`config.mk`:
```
export PLATFORM = sky130hd
export DESIGN_NAME = dna_base_validate_crc_pack_core
export DESIGN_NICKNAME = d
export VERILOG_FILES = /design/src/rtl/core/dbvc_pkg.sv /design/src/rtl/core/dbvc_step.sv /design/src/rtl/core/dna_base_validate_crc_pack_core.sv
export SDC_FILE = /design/constraint.sdc
export NUM_CORES = 1
export LEC_CHECK = 0
export ABC_AREA = 1
export BUFFER_PORTS_ARGS = -buffer_cell sky130_fd_sc_hd__buf_2
export CAP_MARGIN = 20
export CORE_MARGIN = 1
export CORE_UTILIZATION = 49
export DETAILED_ROUTE_END_ITERATION = 10
export PLACE_DENSITY_LB_ADDON = 0.1
export SYNTH_ARGS = -nofsm -noshare
export SYNTH_HDL_FRONTEND = slang
export SYNTH_HIERARCHICAL = 1
export SYNTH_SLANG_ARGS = --single-unit
```
`constraint.sdc`:
```
create_clock -name clk_i -period 3.2 [get_ports clk_i]
set_input_delay 0.32 -clock clk_i [delete_from_list [all_inputs] [get_ports clk_i]]
set_output_delay 0.32 -clock clk_i [all_outputs]
set_load 0.01 [all_outputs]
```
`src/rtl/core/dbvc_pkg.sv`:
```
package dbvc_pkg;

  localparam logic [31:0] CrcPoly = 32'hEDB8_8320;
  localparam logic [31:0] CrcInit = 32'hFFFF_FFFF;

  localparam logic [1:0] CodeA = 2'b00;
  localparam logic [1:0] CodeC = 2'b01;
  localparam logic [1:0] CodeG = 2'b10;
  localparam logic [1:0] CodeT = 2'b11;

  localparam logic [7:0] CharA = 8'h41;
  localparam logic [7:0] CharC = 8'h43;
  localparam logic [7:0] CharG = 8'h47;
  localparam logic [7:0] CharT = 8'h54;
  localparam logic [7:0] CharN = 8'h4E;

  typedef struct packed {
    logic [1:0] code;
    logic       ok;
  } base_code_t;

  typedef struct packed {
    logic [7:0]  packed_byte;
    logic [2:0]  bases_in_byte;
    logic        sequence_end;
    logic        sequence_valid;
    logic [31:0] checksum;
  } result_t;

  // reflected crc-32, one byte, unrolled into xor logic
  function automatic logic [31:0] crc32_byte(input logic [31:0] crc, input logic [7:0] b);
    logic [31:0] c;
    c = crc ^ {24'd0, b};
    for (int k = 0; k < 8; k++) begin
      c = {1'b0, c[31:1]} ^ (c[0] ? CrcPoly : 32'd0);
    end
    return c;
  endfunction

  function automatic base_code_t base_code(input logic [7:0] ch);
    base_code_t r;
    r.ok = 1'b1;
    unique case (ch)
      CharA:   r.code = CodeA;
      CharC:   r.code = CodeC;
      CharG:   r.code = CodeG;
      CharT:   r.code = CodeT;
      CharN:   r.code = CodeA;
      default: begin
        r.code = CodeA;
        r.ok   = 1'b0;
      end
    endcase
    return r;
  endfunction

endpackage

```
`src/rtl/core/dbvc_step.sv`:
```
module dbvc_step (
  input  logic              clk_i,
  input  logic              rst_ni,
  input  logic              step_i,
  input  logic [7:0]        base_char_i,
  input  logic              last_i,
  output logic              emit_o,
  output dbvc_pkg::result_t res_o
);

  logic [31:0] crc_q, crc_d;
  logic [5:0]  pending_q, pending_d;
  logic [1:0]  pos_q, pos_d;
  logic        valid_q, valid_d;

  dbvc_pkg::base_code_t bc;
  logic [31:0] crc_next;
  logic        valid_next;
  logic [7:0]  value;

  always_comb begin
    bc         = dbvc_pkg::base_code(base_char_i);
    crc_next   = dbvc_pkg::crc32_byte(crc_q, base_char_i);
    valid_next = valid_q & bc.ok;
    value      = {pending_q, bc.code};
    emit_o     = (pos_q == 2'd3) || last_i;

    // left-align the bases collected so far
    case (pos_q)
      2'd0:    res_o.packed_byte = {bc.code, 6'd0};
      2'd1:    res_o.packed_byte = {pending_q[1:0], bc.code, 4'd0};
      2'd2:    res_o.packed_byte = {pending_q[3:0], bc.code, 2'd0};
      default: res_o.packed_byte = value;
    endcase
    res_o.bases_in_byte  = {1'b0, pos_q} + 3'd1;
    res_o.sequence_end   = last_i;
    res_o.sequence_valid = last_i & valid_next;
    res_o.checksum       = last_i ? ~crc_next : 32'd0;

    crc_d     = crc_next;
    valid_d   = valid_next;
    pending_d = value[5:0];
    pos_d     = pos_q + 2'd1;
    if (emit_o) begin
      pending_d = 6'd0;
      pos_d     = 2'd0;
      if (last_i) begin
        crc_d   = dbvc_pkg::CrcInit;
        valid_d = 1'b1;
      end
    end
  end

  always_ff @(posedge clk_i or negedge rst_ni) begin
    if (!rst_ni) begin
      crc_q     <= dbvc_pkg::CrcInit;
      pending_q <= 6'd0;
      pos_q     <= 2'd0;
      valid_q   <= 1'b1;
    end else if (step_i) begin
      crc_q     <= crc_d;
      pending_q <= pending_d;
      pos_q     <= pos_d;
      valid_q   <= valid_d;
    end
  end

endmodule

```
`src/rtl/core/dna_base_validate_crc_pack_core.sv`:
```
// an accepted item waits in the input register; a byte it completes goes to the output register
// throughput: one item per cycle, sustained while the output side is ready
// the rate is set by the single crc/pack step between input and result registers
// reset (rst_ni low, asynchronous) empties both registers and returns the crc to
// all ones, the byte packer to empty and the sequence valid flag to one
module dna_base_validate_crc_pack_core (
  input  logic        clk_i,
  input  logic        rst_ni,
  input  logic        s_axis_tvalid_i,
  output logic        s_axis_tready_o,
  input  logic [7:0]  s_axis_tdata_i,  // [7:0] base_char
  input  logic        s_axis_tlast_i,
  output logic        m_axis_tvalid_o,
  input  logic        m_axis_tready_i,
  output logic [47:0] m_axis_tdata_o,  // [7:0] packed_byte, [10:8] bases_in_byte,
                                       // [42:11] checksum, [47:43] zero
  output logic        m_axis_tuser_o,  // [0] sequence_valid
  output logic        m_axis_tlast_o
);

  logic       in_valid_q, in_valid_d;
  logic [7:0] in_char_q;
  logic       in_last_q;
  logic       advance;
  logic       emit;

  dbvc_pkg::result_t res, out_res_q;
  logic              out_valid_q, out_valid_d;

  assign advance         = in_valid_q && (!out_valid_q || m_axis_tready_i);
  assign s_axis_tready_o = !in_valid_q || advance;

  dbvc_step u_step (
    .clk_i       (clk_i),
    .rst_ni      (rst_ni),
    .step_i      (advance),
    .base_char_i (in_char_q),
    .last_i      (in_last_q),
    .emit_o      (emit),
    .res_o       (res)
  );

  always_comb begin
    in_valid_d = in_valid_q;
    if (s_axis_tready_o) begin
      in_valid_d = s_axis_tvalid_i;
    end
    out_valid_d = out_valid_q;
    if (advance && emit) begin
      out_valid_d = 1'b1;
    end else if (m_axis_tready_i) begin
      out_valid_d = 1'b0;
    end
  end

  always_ff @(posedge clk_i or negedge rst_ni) begin
    if (!rst_ni) begin
      in_valid_q  <= 1'b0;
      out_valid_q <= 1'b0;
    end else begin
      in_valid_q  <= in_valid_d;
      out_valid_q <= out_valid_d;
    end
  end

  always_ff @(posedge clk_i) begin
    if (s_axis_tready_o && s_axis_tvalid_i) begin
      in_char_q <= s_axis_tdata_i;
      in_last_q <= s_axis_tlast_i;
    end
    if (advance && emit) begin
      out_res_q <= res;
    end
  end

  assign m_axis_tvalid_o = out_valid_q;
  assign m_axis_tdata_o  = {5'd0, out_res_q.checksum, out_res_q.bases_in_byte,
                            out_res_q.packed_byte};
  assign m_axis_tuser_o  = out_res_q.sequence_valid;
  assign m_axis_tlast_o  = out_res_q.sequence_end;

endmodule

```
==> results_dict.tcl, run 1 <==
set metrics [dict create \
    status "completed" \
    avgSynthCellArea_um2 9.22 \
    synth_fa_ha_area_share_pct 1.01 \
    clk_latency_ns 0.36 \
    hold_ws_ns 0.0996 \
    cts_max_level 3 \
    fin_ws_ns 1.10 \
    synthSimpleGateAreaFrac_pct 20.9 \
    initial_core_util_pct 50.6 \
    rows 36 \
    seq_power_share_pct 37.1 \
    relSlewSlack_pct 40.1 \
    drive_gt1_share_pct 24.8 \
    nNetsFinal 617 \
    gp_congestion 0.820 \
    crit_required_ns 3.26 \
    yosys.area.top_type_share_pct 32.8 \
    path_class "reg -> reg" \
    path_max_fanout 33 \
    muxShareOfSynthArea_pct 0 \
    timing_hold_violations_final 0 \
    cts_resized 0 \
    p_leak_nw 2.60 \
    antenna_cells 0 \
    drtIter0Drc 217 \
    slew_viol_final 0 \
    ant_nets 0 \
    maxCapViolCount 0 \
    yosys.area.top_type "edfxtp_1" \
    ys_types 32 \
    endpoint_kind "flip-flop" \
    drc 0 \
    setup.worst_path.start_class "flip-flop" \
    die-area_mm2 0.0105 \
    synthArstFlopShare_pct 44.3 \
    clkPwrFrac_pct 17.4 \
    yosysMostFrequentCell "nand2_1" \
    die_h_um 102 \
    fin_skew_ns 0.00662 \
    clk_pin_slew_ns 0.09 \
    synth_edf_count 54 \
    fill_cells 890 \
    p_total_mw 5.45 \
    detail_route.vias_per_cell 5.04 \
    postSynthCellCount 536 \
    setup-tns-final_ns 0 \
    netlist_top_cells_count "139 x nand2_1, 64 x inv_1, 54 x edfxtp_1" \
    grt_pass1_wl_mm 17.5 \
    root_buffer "clkbuf_8" \
    grt_pass1_vias 3503 \
    synth-compound-area-share_pct 6.51 \
    min_path_type "in -> async" \
    setup_viol 0 \
    numCtsBuffers 9 \
    ys_ff_latch 97 \
    yosys-top-cells-area "edfxtp_1 33%, dfstp_2 18%, nand2_1 11%" \
    hpwl_mm 7.60 \
    dp_slack_ns 1.09 \
    die_w_um 102 \
    cts_tree "done" \
    grtUsageTotal_pct 22.7 \
    area_growth_pct 14.4 \
    ys_seq_area_share_pct 55.4 \
    synthFlopType "edfxtp_1" \
    cp.arrival_ns 2.16 \
    rsz0062_at_grt "no" \
    io_buffers 59 \
    wl_per_cell_um 14.7 \
    combPwrFrac_pct 45.6 \
    syn-cell-area_mm2 0.00494 \
    p_per_area_mw_per_mm2 965 \
    p_sw_share_pct 40.7 \
    vias 3718 \
    internal-power_mw 3.24 \
    yosys.area_share.xor_xnor_pct 8.94 \
    ctsHoldBuffers 0 \
    core_mm2 0.00977 \
    power_switching_mw 2.22 \
    yosys_warnings 6 \
    cts_max_path_buffers 2 \
    io_pins 65 \
    synth_top_family_by_area "simple AND/OR/NAND/NOR gates" \
    firstDrtPassIters 5 \
    drt-total-wl_mm 10.9 \
    post_cts_buffers 0 \
    clkSinkCount 97 \
    grt_max_degree 44 \
    antenna_found_initial 0 \
    grt.overflow.total 0 \
    post-route-period-util_pct 65.8 \
    ir_worst_vdd_v 0.000355 \
    tightest_slew_ns 0.890 \
    period_minus_slack_ns 2.10 \
    fmax_mhz 475 \
]
==> metal layers <==
| metal | global-route usage [%] | part of all wire, % |
|---|---|---|
| met3 | 3.28 | 5.5 |
| met5 | 0 | 0 |
| met4 | 9.23 | 1.8 |
| met2 | 36.9 | 47 |
| met1 | 30.5 | 46 |
==> worst max-delay path, stage by stage, from the launching register on <==
cell     delay [ns]
dfrtp_1        0.39
ha_1           0.34
inv_1          0.21
nand2_1        0.09
inv_1          0.07
nor2_4         0.40
buf_12         0.26
==> path summary, 6_finish.rpt <==
kind / startpoint / to / slack (ns) / cells past startpoint
worst min register to register: u_step/valid_q$_DFFE_PN1P_ / u_step/valid_q$_DFFE_PN1P_ / 0.52 / 2
min in group clk_i: s_axis_tdata_i[1] / in_char_q[1]$_DFFE_PP_ / 0.13 / 1
max in group asynchronous: rst_ni / u_step/crc_q[21]$_DFFE_PN1P_ / 2.82 / 2
worst max-delay path: u_step/pos_q[0]$_DFFE_PN0P_ / m_axis_tdata_o[26]$_DFFE_PP_ / 1.10 / 6
worst min-delay path: rst_ni / u_step/crc_q[9]$_DFFE_PN1P_ / 0.1 / 1
worst max register to register: u_step/pos_q[0]$_DFFE_PN0P_ / m_axis_tdata_o[26]$_DFFE_PP_ / 1.10 / 6
==> logic make-up after synthesis <==
group	after synthesis
buffers and inverters	88
AND/OR/NAND/NOR	244
AO/OA/AOI/OAI	55
flip-flops	97
other	1
adder cells (fa/ha/maj)	4
XOR/XNOR	47
==> registers in the layout (all words and copies together), names as in the netlist <==
register and flops:
in_valid_q 1, m_axis_tuser_o 1, in_last_q 1, u_step/pos_q 2, m_axis_tvalid_o 1, u_step/pending_q 6
u_step/valid_q 1, m_axis_tdata_o 43, m_axis_tlast_o 1, in_char_q 8, u_step/crc_q 32
==> stage by stage <==
stage               util, %  cells  cell area (um^2)
global placement       55.1    721              5390
finish                 57.8    738              5650
detailed placement     55.1    721              5390
global route           57.8    738              5650
CTS                    57.6    737              5630
floorplan                 -    540              4960
==> cell type report <==
class                   instances  area, um^2  share of cell area, %
inverters                      73         274                   4.85
clock buffers                  10         138                   2.43
clock inverters                 6         105                   1.86
multi-input cells             355        1870                   33.1
flip-flops and latches         97        2740                   48.5
well taps                     133         166                   2.94
repair buffers                 64         358                   6.33
==> layout by cell type (no fill, tap or decap) <==
cell type and count:
nand2_1 139, dfstp_2 33, a21oi_1 15, xnor2_2 2, buf_4 3, inv_1 64, nand4_1 2, a21boi_0 1
conb_1 5, o221ai_1 2, xor2_1 31, nand2_2 15, buf_12 2, or2_2 4, inv_2 8, nor2_1 51
nor3_1 1, o21ai_0 8, edfxtp_1 54, o22ai_1 25, a22oi_1 2, bufinv_16 3, buf_2 59, nand2_4 2
nand3_2 2, o21ai_1 2, xor2_2 2, nor2_2 1, xnor2_1 12, clkinv_2 3, or2_1 1, nand3_1 25
clkinv_1 1, dfrtp_1 10, nor2_4 1, clkbuf_8 10, ha_1 4
==> power groups by stage <==
stage          Clock (mW)  Sequential, mW  Combinational, mW
6_report            0.947            2.02               2.48
5_1_grt              1.01            2.06               2.81
4_1_cts             0.969            2.02               2.47
3_5_place_dp            0            2.04               2.44
3_3_place_gp            0            2.04               2.42
2_1_floorplan           0            2.06               1.80
(Power assumes the default switching activity.)
==> run 2, diff against run 1 <==
- clock period: 3.2 -> 1.75 ns (I/O delays scaled with it)
==> run 2 against run 1 <==
Compared with the run above: the run now ends with setup timing left; combinational power rose to 2.7 times the previous value; maximum frequency rose by 16%; critical path depth rose by 3; via count rose by 8.3%; non-clock buffer count rose by 69; count of clock-buffer cells in the layout did not move; flip-flop and latch count did not move.
==> results_dict.tcl, run 2 (same netlist as run 1, synthesis figures left out) <==
set metrics [dict create \
    min_to "in_valid_q$_DFFE_PN0P_" \
    seq_area_mm2 0.00274 \
    postLayoutCellArea_mm2 0.00675 \
    core_mm2 0.00977 \
    setup_viol 4 \
    detail_route.vias_per_cell 4.99 \
    fmax_mhz 553 \
    drive_gt1_share_pct 43.6 \
    drc 0 \
    p_leak_nw 3.06 \
    fin_util_pct 69.0 \
    hpwl_mm 8.42 \
    numCtsBuffers 9 \
    status "finished, violations left" \
    cts_tree "done" \
    path_max_fanout 4 \
    period_minus_slack_ns 1.81 \
    layout_common_cells "96 x nand2_1, 59 x buf_2, 57 x inv_1, 55 x buf_4, 54 x edfxtp_1" \
    min_from "m_axis_tready_i" \
    rr_worst_depth 9 \
    grt_pass1_wl_mm 18.8 \
    crit_required_ns 1.87 \
    die-area_mm2 0.0105 \
    antenna_cells 0 \
    grt_pass1_vias 3796 \
    clk_pin_slew_ns 0.09 \
    area_growth_pct 36.6 \
    antenna_found_initial 0 \
    grt_max_degree 46 \
    nNetsFinal 687 \
    rrSetupSlack_ns -0.06 \
    min_path_type "in -> reg" \
    root_buffer "clkbuf_8" \
    io_pins 65 \
    grtUsageTotal_pct 24.4 \
    multiInputGateArea_mm2 0.00244 \
    vias 4028 \
    largest_reg_flops 43 \
    drt-total-wl_mm 12.4 \
    post-route-period-util_pct 103 \
    path_class "reg -> reg" \
    fin_ws_ns -0.0597 \
    timing.rr.start "in_char_q[0]$_DFFE_PP_" \
    io_buffers 59 \
    p_per_area_mw_per_mm2 1760 \
    ant_nets 0 \
    maxCapViolCount 0 \
    fin_skew_ns 0.00937 \
    endpoint_kind "flip-flop" \
    firstDrtPassIters 4 \
    fill_cells 790 \
    grt.overflow.total 0 \
    holdPathStages 4 \
    die_h_um 102 \
    slew_viol_final 0 \
    failed_checks "setup timing" \
    die_w_um 102 \
    wl_per_cell_um 15.3 \
    place_area_mm2 0.00572 \
    clk_latency_ns 0.37 \
    setup.worst_path.start_class "flip-flop" \
    initial_core_util_pct 50.6 \
    rows 36 \
    timing_hold_violations_final 0 \
    dp_slack_ns -0.129 \
    setup-tns-final_ns -0.0862 \
    clkSinkCount 97 \
    drtIter0Drc 188 \
    cts_max_level 3 \
    rsz0062_at_grt "yes" \
    ir_worst_vdd_v 0.000839 \
    r2r_end "m_axis_tdata_o[31]$_DFFE_PP_" \
    final_common_cell "nand2_1" \
    cp.arrival_ns 1.93 \
    gp_congestion 0.856 \
    cts_max_path_buffers 2 \
]
## run 2: cell types whose count changed in the layout (fill, tap and decap cells not counted), moves of 6 or more
cell,before,now
nand2_2,15,35
nor2_1,51,45
xor2_2,2,12
buf_4,3,55
nand2_4,2,24
inv_1,64,57
dlygate4sd3_1,0,11
nand3_1,25,19
nand3_2,2,8
nand2_1,139,96
xor2_1,31,17
## run 2: worst max-delay path by stage
stage | to | depth (start not counted) | start | slack [ns]
after global placement | m_axis_tdata_o[33]$_DFFE_PP_ | 9 | u_step/crc_q[3]$_DFFE_PN1P_ | -0.09
after CTS | m_axis_tdata_o[31]$_DFFE_PP_ | 11 | u_step/crc_q[0]$_DFFE_PN1P_ | -0.02
after global routing | m_axis_tdata_o[31]$_DFFE_PP_ | 9 | in_char_q[0]$_DFFE_PP_ | -0.12
after floorplan | m_axis_tdata_o[0]$_DFFE_PP_ | 5 | in_last_q$_DFFE_PP_ | -0.06
after detailed placement | m_axis_tdata_o[33]$_DFFE_PP_ | 9 | u_step/crc_q[0]$_DFFE_PN1P_ | -0.13
final | m_axis_tdata_o[31]$_DFFE_PP_ | 9 | in_char_q[0]$_DFFE_PP_ | -0.06
## run 2: layer usage
layer	vias to the layer above	routed length, um	global-route usage, %
met5	-	0	0
met4	0	292	10.7
met3	21	562	3.08
met2	105	5930	38.7
met1	1944	5610	33.6
li1	1958	-	-
## run 2: where the power goes
group          total (mW)  leakage (nW)  switching (mW)  internal, mW
sequential           3.79         0.998           0.430          3.36
combinational        6.68          1.97            3.84          2.84
clock                1.42        0.0897           0.764         0.652
total                11.9          3.06            5.03          6.85
## run 2: stage by stage
step	power, mW	std cells	hold slack, ns
finish	11.9	808	0.0708
global route	12.7	808	0.0794
CTS	10.6	791	0.0621
detailed placement	8.84	759	0.339
global placement	8.76	759	0.342
floorplan	7.08	540	-0.121
## run 2: repair_timing
action | in CTS | in global routing
gates cloned | 0 | 1
pin swaps | 6 | 29
gates resized for setup | 20 | 107
setup buffers | 5 | 16
hold endpoints to repair | 30 | 0
setup endpoints to repair | 16 | 56
hold buffers | 11 | 0
## run 2: cell type report
type / count / share of cell area [%]
sequential: 97 / 40.6
multi-input combinational: 356 / 36.2
timing repair buffer: 133 / 13.8
inverter: 73 / 4.15
tap: 133 / 2.47
clock buffer: 10 / 1.89
clock inverter: 6 / 0.871
## run 2: worst max-delay path, stage by stage, from the launching register on
cell	delay, ns
edfxtp_1	0.49
inv_2	0.12
nand2_2	0.10
nand2_2	0.15
xor2_1	0.23
nand3_1	0.18
nand2_1	0.10
nand2_1	0.07
nand2_1	0.07
nor2_1	0.04
